[src/design/cmt_pkg.sv]
// ----------------------------------------------------------------------------
// cmt_pkg
// Shared types, constants and helpers for the CAN mailbox table.
// ----------------------------------------------------------------------------
package cmt_pkg;

  localparam int SLOTS         = 8;
  localparam int PAYLOAD_BYTES = 8;

  localparam int SLOT_W  = (SLOTS > 1) ? $clog2(SLOTS) : 1;
  localparam int ADDR_W  = SLOT_W + 1;
  localparam int ENTRIES = 1 << ADDR_W;

  localparam int ID_W      = 11;
  localparam int LEN_W     = 8;
  localparam int LINK_W    = 2;
  localparam int DATA_W    = 64;
  localparam int FLEN_W    = 4;
  localparam int IN_TDATA_W  = 88;
  localparam int OUT_TDATA_W = 88;

  localparam logic [ID_W-1:0]  RX_FIRST  = 11'h0B1;
  localparam logic [ID_W-1:0]  TX_FIRST  = 11'h0C1;
  localparam logic [LEN_W-1:0] FRAME_MAX = 8'd8;

  localparam logic [LINK_W-1:0] LINK_CAN1 = 2'd0;
  localparam logic [LINK_W-1:0] LINK_CAN2 = 2'd1;

  typedef enum logic [1:0] {
    REQ_STORE = 2'd0,
    REQ_READ  = 2'd1,
    REQ_CLEAR = 2'd2,
    REQ_SWEEP = 2'd3
  } req_t;

  typedef enum logic [2:0] {
    KIND_STORE_ACK  = 3'd0,
    KIND_READ_REPLY = 3'd1,
    KIND_CLEAR_ACK  = 3'd2,
    KIND_FRAME      = 3'd3,
    KIND_SWEEP_END  = 3'd4
  } kind_t;

  typedef enum logic [1:0] {
    ST_OK     = 2'd0,
    ST_BAD_ID = 2'd1,
    ST_SHORT  = 2'd2
  } status_t;

  typedef enum logic [2:0] {
    S_IDLE,
    S_EXEC,
    S_READ,
    S_SW_ADDR,
    S_SW_EMIT,
    S_SW_END
  } state_t;

  // Commands from the controller to the datapath.
  typedef struct packed {
    logic latch;
    logic store_wr;
    logic clear_wr;
    logic sweep_sel;
    logic cnt_clear;
    logic cnt_inc;
    logic load_ack;
    logic load_read;
    logic load_frame;
    logic load_end;
  } ctrl_t;

  // Status from the datapath to the controller.
  typedef struct packed {
    req_t req;
    logic eligible;
    logic cnt_last;
    logic out_free;
  } stat_t;

  // Keeps the first n bytes, never more than the payload size.
  function automatic logic [DATA_W-1:0] byte_mask(input logic [LEN_W-1:0] n);
    logic [DATA_W-1:0] m;
    m = '0;
    for (int i = 0; i < DATA_W / 8; i++) begin
      m[8*i +: 8] = ((i < PAYLOAD_BYTES) && (LEN_W'(i) < n)) ? 8'hFF : 8'h00;
    end
    return m;
  endfunction

endpackage

[src/design/cmt_ram.sv]
// ----------------------------------------------------------------------------
// cmt_ram
// Single-port-write, single-port-read RAM with a registered read.
// ----------------------------------------------------------------------------
module cmt_ram #(
  parameter int WIDTH = 64,
  parameter int DEPTH = 16
) (
  input  logic                     clk,
  input  logic                     wr_en,
  input  logic [$clog2(DEPTH)-1:0] wr_addr,
  input  logic [WIDTH-1:0]         wr_data,
  input  logic [$clog2(DEPTH)-1:0] rd_addr,
  output logic [WIDTH-1:0]         rd_data
);

  logic [WIDTH-1:0] mem [DEPTH];

  always_ff @(posedge clk) begin
    if (wr_en) begin
      mem[wr_addr] <= wr_data;
    end
    rd_data <= mem[rd_addr];
  end

endmodule

[src/design/cmt_ctrl.sv]
// ----------------------------------------------------------------------------
// cmt_ctrl
// Sequencer for store, read, clear and transmit sweep requests.
// ----------------------------------------------------------------------------
module cmt_ctrl
  import cmt_pkg::*;
(
  input  logic  clk,
  input  logic  rst,
  input  logic  in_valid,
  output logic  in_ready,
  input  stat_t stat,
  output ctrl_t ctrl
);

  state_t state, state_next;

  always_ff @(posedge clk) begin
    if (rst) begin
      state <= S_IDLE;
    end else begin
      state <= state_next;
    end
  end

  always_comb begin
    state_next = state;
    ctrl       = '0;
    in_ready   = 1'b0;
    unique case (state)
      S_IDLE: begin
        in_ready = 1'b1;
        if (in_valid) begin
          ctrl.latch = 1'b1;
          state_next = S_EXEC;
        end
      end
      S_EXEC: begin
        unique case (stat.req)
          REQ_STORE: begin
            if (stat.out_free) begin
              ctrl.store_wr = 1'b1;
              ctrl.load_ack = 1'b1;
              state_next    = S_IDLE;
            end
          end
          REQ_CLEAR: begin
            if (stat.out_free) begin
              ctrl.clear_wr = 1'b1;
              ctrl.load_ack = 1'b1;
              state_next    = S_IDLE;
            end
          end
          REQ_READ: begin
            state_next = S_READ;
          end
          REQ_SWEEP: begin
            ctrl.cnt_clear = 1'b1;
            state_next     = S_SW_ADDR;
          end
          default: state_next = S_IDLE;
        endcase
      end
      S_READ: begin
        if (stat.out_free) begin
          ctrl.load_read = 1'b1;
          state_next     = S_IDLE;
        end
      end
      S_SW_ADDR: begin
        ctrl.sweep_sel = 1'b1;
        state_next     = S_SW_EMIT;
      end
      S_SW_EMIT: begin
        ctrl.sweep_sel = 1'b1;
        // A slot that is not sent moves on at once; a sent one waits for room.
        if (!stat.eligible || stat.out_free) begin
          ctrl.load_frame = stat.eligible;
          if (stat.cnt_last) begin
            state_next = S_SW_END;
          end else begin
            ctrl.cnt_inc = 1'b1;
            state_next   = S_SW_ADDR;
          end
        end
      end
      S_SW_END: begin
        if (stat.out_free) begin
          ctrl.load_end = 1'b1;
          state_next    = S_IDLE;
        end
      end
      default: state_next = S_IDLE;
    endcase
  end

endmodule

[src/design/cmt_datapath.sv]
// ----------------------------------------------------------------------------
// cmt_datapath
// Request register, slot tables, byte RAM and the output word register.
// ----------------------------------------------------------------------------
module cmt_datapath
  import cmt_pkg::*;
(
  input  logic                   clk,
  input  logic                   rst,
  input  ctrl_t                  ctrl,
  output stat_t                  stat,
  input  logic [IN_TDATA_W-1:0]  in_tdata,
  input  logic [1:0]             in_tuser,
  output logic                   out_valid,
  input  logic                   out_ready,
  output logic [OUT_TDATA_W-1:0] out_tdata,
  output logic [2:0]             out_tuser,
  output logic                   out_last
);

  // Latched request
  req_t              req_q;
  logic [ID_W-1:0]   id_q;
  logic [LEN_W-1:0]  msg_len_q;
  logic [LINK_W-1:0] link_q;
  logic [DATA_W-1:0] payload_q;

  // Slot tables, receive bank in the lower half, transmit bank in the upper
  logic [LEN_W-1:0]  slot_len  [ENTRIES];
  logic [LINK_W-1:0] slot_link [ENTRIES];

  logic [SLOT_W-1:0] cnt;
  logic [ID_W-1:0]   tx_off;
  logic [ID_W-1:0]   rx_off;
  logic              is_tx;
  logic              is_rx;
  logic              id_ok;
  logic [ADDR_W-1:0] addr;
  logic [LEN_W-1:0]  cur_len;
  logic [LINK_W-1:0] cur_link;
  logic [DATA_W-1:0] ram_q;
  logic              ram_wr;
  logic              read_ok;

  // Output word register
  kind_t             out_kind;
  status_t           out_status;
  logic [ID_W-1:0]   out_fid;
  logic [FLEN_W-1:0] out_flen;
  logic              out_bus;
  logic [DATA_W-1:0] out_data;

  always_ff @(posedge clk) begin
    if (ctrl.latch) begin
      req_q     <= req_t'(in_tuser);
      id_q      <= in_tdata[10:0];
      msg_len_q <= in_tdata[18:11];
      link_q    <= in_tdata[20:19];
      payload_q <= in_tdata[84:21];
    end
  end

  assign tx_off = id_q - TX_FIRST;
  assign rx_off = id_q - RX_FIRST;
  assign is_tx  = (id_q >= TX_FIRST) && (tx_off < ID_W'(SLOTS));
  assign is_rx  = (id_q >= RX_FIRST) && (rx_off < ID_W'(SLOTS));
  assign id_ok  = is_tx || is_rx;

  assign addr = ctrl.sweep_sel ? {1'b1, cnt}
              : {is_tx, (is_tx ? tx_off[SLOT_W-1:0] : rx_off[SLOT_W-1:0])};

  assign cur_len  = slot_len[addr];
  assign cur_link = slot_link[addr];
  assign ram_wr   = ctrl.store_wr && id_ok;
  assign read_ok  = (cur_len != '0) && (msg_len_q <= cur_len);

  always_ff @(posedge clk) begin
    if (rst) begin
      for (int i = 0; i < ENTRIES; i++) begin
        slot_len[i]  <= '0;
        slot_link[i] <= LINK_CAN2;
      end
    end else if (ram_wr) begin
      slot_len[addr]  <= msg_len_q;
      slot_link[addr] <= link_q;
    end else if (ctrl.clear_wr && id_ok) begin
      slot_len[addr] <= '0;
    end
  end

  // Bytes past the stored length are written as zero, so unread tails stay clean.
  cmt_ram #(
    .WIDTH(DATA_W),
    .DEPTH(ENTRIES)
  ) u_bytes (
    .clk    (clk),
    .wr_en  (ram_wr),
    .wr_addr(addr),
    .wr_data(payload_q & byte_mask(msg_len_q)),
    .rd_addr(addr),
    .rd_data(ram_q)
  );

  always_ff @(posedge clk) begin
    if (rst) begin
      cnt <= '0;
    end else if (ctrl.cnt_clear) begin
      cnt <= '0;
    end else if (ctrl.cnt_inc) begin
      cnt <= cnt + 1'b1;
    end
  end

  assign stat.req      = req_q;
  assign stat.eligible = (cur_len != '0) && (cur_len <= FRAME_MAX)
                         && ((cur_link == LINK_CAN1) || (cur_link == LINK_CAN2));
  assign stat.cnt_last = (cnt == SLOT_W'(SLOTS - 1));
  assign stat.out_free = !out_valid || out_ready;

  always_ff @(posedge clk) begin
    if (rst) begin
      out_valid <= 1'b0;
    end else if (ctrl.load_ack || ctrl.load_read || ctrl.load_frame || ctrl.load_end) begin
      out_valid <= 1'b1;
    end else if (out_ready) begin
      out_valid <= 1'b0;
    end
  end

  always_ff @(posedge clk) begin
    if (ctrl.load_ack || ctrl.load_read || ctrl.load_frame || ctrl.load_end) begin
      out_status <= ST_OK;
      out_fid    <= '0;
      out_flen   <= '0;
      out_bus    <= 1'b0;
      out_data   <= '0;
      out_last   <= 1'b1;
      if (ctrl.load_ack) begin
        out_kind   <= (req_q == REQ_STORE) ? KIND_STORE_ACK : KIND_CLEAR_ACK;
        out_status <= id_ok ? ST_OK : ST_BAD_ID;
      end else if (ctrl.load_read) begin
        out_kind <= KIND_READ_REPLY;
        if (!id_ok) begin
          out_status <= ST_BAD_ID;
        end else if (!read_ok) begin
          out_status <= ST_SHORT;
        end else begin
          out_data <= ram_q & byte_mask(msg_len_q);
        end
      end else if (ctrl.load_frame) begin
        out_kind <= KIND_FRAME;
        out_fid  <= TX_FIRST + ID_W'(cnt);
        out_flen <= cur_len[FLEN_W-1:0];
        out_bus  <= cur_link[0];
        out_data <= ram_q & byte_mask(cur_len);
        out_last <= 1'b0;
      end else begin
        out_kind <= KIND_SWEEP_END;
      end
    end
  end

  assign out_tdata = {6'b0, out_data, out_bus, out_flen, out_fid, out_status};
  assign out_tuser = out_kind;

endmodule

[src/design/can_mailbox_table.sv]
// ----------------------------------------------------------------------------
// can_mailbox_table
// Two banks of message slots (receive and transmit) with store, read, clear
// and a transmit sweep that emits one frame per sendable slot.
// ----------------------------------------------------------------------------
// Usage: a request word enters on the s_axis channel, its kind in tuser.
// Store, read and clear each return one word on m_axis with tlast set.
// A send sweep returns one frame word per transmit slot whose length is
// 1 to 8 and whose link is a CAN bus, then a sweep-end word with tlast.
// A store or clear result is loaded into the output register from the
// execute state, and a read result from a separate read state, since
// the slot bytes come out of a RAM with a registered read. A sweep visits
// each transmit slot in an address state and then a check-and-emit state,
// and after the last slot loads its sweep-end word from an end state.
// A new request is taken in the cycle after the previous one has been
// fully issued, even while its last word still sits in the output
// register; the block never takes a new request while one is issuing.
// Reset clears all slot lengths to zero and all links to CAN bus two; the
// byte RAM is not cleared. When the receiver stalls, the sequencer holds
// its place and resumes as soon as the output register frees.
// ----------------------------------------------------------------------------
module can_mailbox_table
  import cmt_pkg::*;
(
  input  logic                   clk,
  input  logic                   rst,
  input  logic                   s_axis_tvalid,
  output logic                   s_axis_tready,
  // msg_id[10:0], msg_len[18:11], link_type[20:19], payload[84:21], zero pad
  input  logic [IN_TDATA_W-1:0]  s_axis_tdata,
  // req_type[1:0]
  input  logic [1:0]             s_axis_tuser,
  output logic                   m_axis_tvalid,
  input  logic                   m_axis_tready,
  // status[1:0], frame_id[12:2], frame_len[16:13], frame_bus[17],
  // out_data[81:18], zero pad
  output logic [OUT_TDATA_W-1:0] m_axis_tdata,
  // result_kind[2:0]
  output logic [2:0]             m_axis_tuser,
  output logic                   m_axis_tlast
);

  ctrl_t ctrl;
  stat_t stat;

  cmt_ctrl u_ctrl (
    .clk     (clk),
    .rst     (rst),
    .in_valid(s_axis_tvalid),
    .in_ready(s_axis_tready),
    .stat    (stat),
    .ctrl    (ctrl)
  );

  cmt_datapath u_datapath (
    .clk      (clk),
    .rst      (rst),
    .ctrl     (ctrl),
    .stat     (stat),
    .in_tdata (s_axis_tdata),
    .in_tuser (s_axis_tuser),
    .out_valid(m_axis_tvalid),
    .out_ready(m_axis_tready),
    .out_tdata(m_axis_tdata),
    .out_tuser(m_axis_tuser),
    .out_last (m_axis_tlast)
  );

`ifndef SYNTHESIS
  // The block works on one request at a time.
  a_one_at_a_time: assert property (@(posedge clk) disable iff (rst)
    (s_axis_tvalid && s_axis_tready) |=> !s_axis_tready)
    else $error("request accepted while the previous one was still issuing");

  // Only the sweep-end word closes a sweep; frames never carry tlast.
  a_frame_not_last: assert property (@(posedge clk) disable iff (rst)
    (m_axis_tvalid && (m_axis_tuser == KIND_FRAME)) |-> !m_axis_tlast)
    else $error("frame word marked as last");

  a_end_is_last: assert property (@(posedge clk) disable iff (rst)
    (m_axis_tvalid && (m_axis_tuser == KIND_SWEEP_END)) |-> m_axis_tlast)
    else $error("sweep-end word without tlast");

  // A sent frame always has a length of one to eight bytes.
  a_frame_len: assert property (@(posedge clk) disable iff (rst)
    (m_axis_tvalid && (m_axis_tuser == KIND_FRAME))
      |-> ((m_axis_tdata[16:13] != 4'd0) && (m_axis_tdata[16:13] <= 4'd8)))
    else $error("frame length out of range");
`endif

endmodule
[config.mk]
export PLATFORM = sky130hd
export DESIGN_NAME = can_mailbox_table
export DESIGN_NICKNAME = d
export VERILOG_FILES = /design/src/design/cmt_pkg.sv /design/src/design/cmt_ram.sv /design/src/design/cmt_ctrl.sv /design/src/design/cmt_datapath.sv /design/src/design/can_mailbox_table.sv
export SDC_FILE = /design/constraint.sdc
export NUM_CORES = 2
export LEC_CHECK = 0
export BUFFER_PORTS_ARGS = -buffer_cell sky130_fd_sc_hd__buf_2
export CAP_MARGIN = 20
export CORE_MARGIN = 2
export CORE_UTILIZATION = 61
export DETAILED_ROUTE_END_ITERATION = 10
export GPL_ROUTABILITY_DRIVEN = 0
export GPL_TIMING_DRIVEN = 0
export PLACE_DENSITY_LB_ADDON = 0.12
export SYNTH_ARGS = -nofsm -noshare
export SYNTH_HDL_FRONTEND = slang
export SYNTH_HIERARCHICAL = 1
export SYNTH_SLANG_ARGS = --single-unit
[constraint.sdc]
create_clock -name clk -period 9.2 [get_ports clk]
set_clock_uncertainty 0.2 [all_clocks]
set_input_delay 1.84 -clock clk [delete_from_list [all_inputs] [get_ports clk]]
set_output_delay 1.84 -clock clk [all_outputs]
set_load 0.03 [all_outputs]
==> impl_metrics.toml <==
[run_status]
outcome = "completed"

[finish]
fin_cells = 4443
nets = 3261
nFillCells = 5280
seqCellArea_um2 = 42000
syn2layout_area_growth_pct = 15.3
drive_above_1_share_pct = 26.3
multi_input_area_um2 = 11800

[place]
port_buffers = 173
dp_slack_ns = 2.32
hpwl_um = 82500
placedCellCount = 4176

[worst_setup_path]
critPathMaxStageDelay_ns = 0.85
path_class = "reg -> reg"
crit_slowest_cell = "buf_1"
cp-end-kind = "flop"
critPathArrivalTime_ns = 7.35
startpoint_type = "flop"
rr_startpoint = "u_ctrl/state[2]"
cp_top_family = "buffers and inverters"
cp_max_fo = 20
path_common_cell = "nand2_1"
setup.worst_path.start = "u_ctrl/state[2]"
cp.required_ns = 9.54
crit_chain = "buf_4, nand2_1, nand2_1, buf_2, nand2b_1, nand2_2, inv_2, buf_2, buf_1, buf_1, mux4_2, and2_1, a211oi_1, a21oi_1, nor3_1, and4_1, nand2_1, inv_1, o31a_1, o31ai_2, a21boi_0"
cp.buffers_inverters = 7

[detailed_routing]
antenna_left = 0
wl_met2_um = 64000
drc_errors = 0
wirelength_um = 130000
wl_per_cell_um = 29.3
topRoutingLayerUsed = "met4"
vias_per_cell = 6.46
num_vias = 28693
wl_met3_um = 11900
m1WireLength_um = 49900
dr.pass1.iters = 7
first_iter_violations = 3585

[cts]
clock-sinks = 1422
cts_tree = "built"
cts-hold-fix-buffers = 0
clockBufferDepth = 3
cts_inserted_buffers = 142
postCtsSetupBuffers = 0
clk_pin_slew_worst_paths_ns = 0.06
clockRootBuffer = "clkbuf_16"
postCtsResizedCells = 0
clk_latency_ns = 0.75
htree_levels = 4

[grt]
grt_pass1_vias = 29009
grt_max_degree = 54
grt_overflow_total = 0
grt.total_usage_pct = 29.0
grt_pass1_wl_um = 190000
antenna_found_initial = 4

[synthesis]
synth.yosys.seq_area_share_pct = 77.1
synthArstFlopShare_pct = 0
synthTopCellsByArea = "edfxtp_1, mux4_2, dfxtp_1, a22oi_1, nor2_1"
synth_cell_type_count = 80
avgSynthCellArea_um2 = 19.8
syn_area_um2 = 54500
synth.most_common_cell = "edfxtp_1"
synth-edff-count = 1351
synthCells = 2749
ys_ff_latch = 1422
yosysTopAreaCell = "edfxtp_1"
synthTopCellsByCount = "edfxtp_1, mux4_2, nor2_1"
yosysTopAreaCellShare_pct = 74.5
ys.flop_type = "edfxtp_1"
yosysWarnings = 6

[timing]
max_freq_mhz = 143
worst_slack_ns = 2.19
slew_violations = 0
slew_headroom_pct = 24.9
hold_ws_ns = 0.302
finalCritPeriodShare_pct = 76.2
setup_viol = 0
hold_viol = 0
rsz0062_at_grt = "false"
min_period_ns = 7.01
worst-slew-pin-transition_ns = 1.12

[power]
p_clk_share_pct = 39.9
p_sw_mw = 3.06
pwr-share-comb_pct = 7.7
p_int_mw = 10.8
p_leak_nw = 21.1
power.total_mw = 13.9
power.share.sequential_pct = 52.4
p_per_area_nw_per_um2 = 221
irDropWorstVdd_v = 0.000210
swShare_pct = 22.0

[floorplanning]
die-area_um2 = 91700
die_x_um = 303
io_pins = 188
initial_core_util_pct = 61.6
die_h_um = 303
core-area_um2 = 88400
rows = 109

[flow_run]
drv_cap = 0

[hold_path]
hp-start = "u_datapath/u_bytes/rd_data[31]"
hold_path_class = "reg -> reg"
[placed cells by master (no fill, tap or decap), types with 11 or more instances in the layout]
cell type and instances:
a211oi_1 17, a21o_1 13, a22oi_1 128, and2_1 65, and3_1 25, buf_1 21, buf_12 29, buf_2 202
buf_4 29, buf_6 44, clkbuf_1 107, clkbuf_16 145, clkbuf_8 19, clkinv_1 12, clkinv_2 24, conb_1 11
dfxtp_1 71, edfxtp_1 1351, inv_1 16, mux2i_1 25, mux4_2 282, nand2_1 133, nand2b_1 25, nand3_1 23
nor2_1 181, nor2_4 12, nor2b_1 67
[final cells by class]
class	count	share of cell area, %
inverter	17	0.102
clock inverter	53	0.777
clock buffer	210	6.44
antenna	2	0.00797
tap	1165	2.32
timing repair buffer	254	3.46
buffer	146	1.25
multi-input combinational	1174	18.8
sequential	1422	66.9
[sequential cells by signal, summed over array words and instances, names as in the netlist, 4 cells and up]
register	flops
u_datapath/u_bytes/mem	1024
u_datapath/out_fid	5
u_datapath/payload_q	64
u_datapath/msg_len_q	8
u_datapath/id_q	11
u_datapath/slot_link	32
u_datapath/out_flen	4
u_datapath/u_bytes/rd_data	64
u_datapath/out_data	64
u_datapath/slot_len	128
[metrics by stage]
stage / instance area [µm²] / setup TNS (ns) / utilization, %
global placement: 56800 / -2121.13 / 64.3
floorplan: 54500 / 0 / -
global route: 62800 / 0 / 71.1
finish: 62800 / 0 / 71.1
detailed placement: 58300 / 0 / 65.9
CTS: 62800 / 0 / 71.0
[power groups by stage]
stage / registers (mW) / logic, mW / clock network, mW
6_report: 7.29 / 1.07 / 5.55
5_1_grt: 7.29 / 1.14 / 5.88
4_1_cts: 7.29 / 1.07 / 5.64
3_5_place_dp: 7.42 / 1.06 / 0
3_3_place_gp: 7.43 / 1.02 / 0
2_1_floorplan: 7.43 / 0.692 / 0
[cell families (layout without fill, tap and decap cells)]
logic type	after synthesis	count (layout)	share of synthesized area (%)
simple gates	600	600	5.42
mux	312	312	12.2
fa+ha+maj	10	10	0.230
buf+inv	163	680	1.55
xor+xnor	7	7	0.126
other cells	1	13	0.00689
compound gates	234	234	3.33
flops	1422	1422	77.1
[per-layer routing]
layer / track usage (%) / up-vias
met5: 0 / -
met4: 10.4 / 0
met3: 4.88 / 256
met2: 46.5 / 1605
met1: 41.3 / 14918
li1: - / 11914
[path summary, 6_finish.rpt]
check                            end  slack [ns]  cells after the start
max          u_datapath/out_data[55]        2.19                     21
min reg2reg  u_datapath/out_data[31]        0.30                      1
max reg2reg  u_datapath/out_data[55]        2.19                     21
min          u_datapath/out_data[31]        0.30                      1
Note: power is estimated with default switching activity, not from simulation.
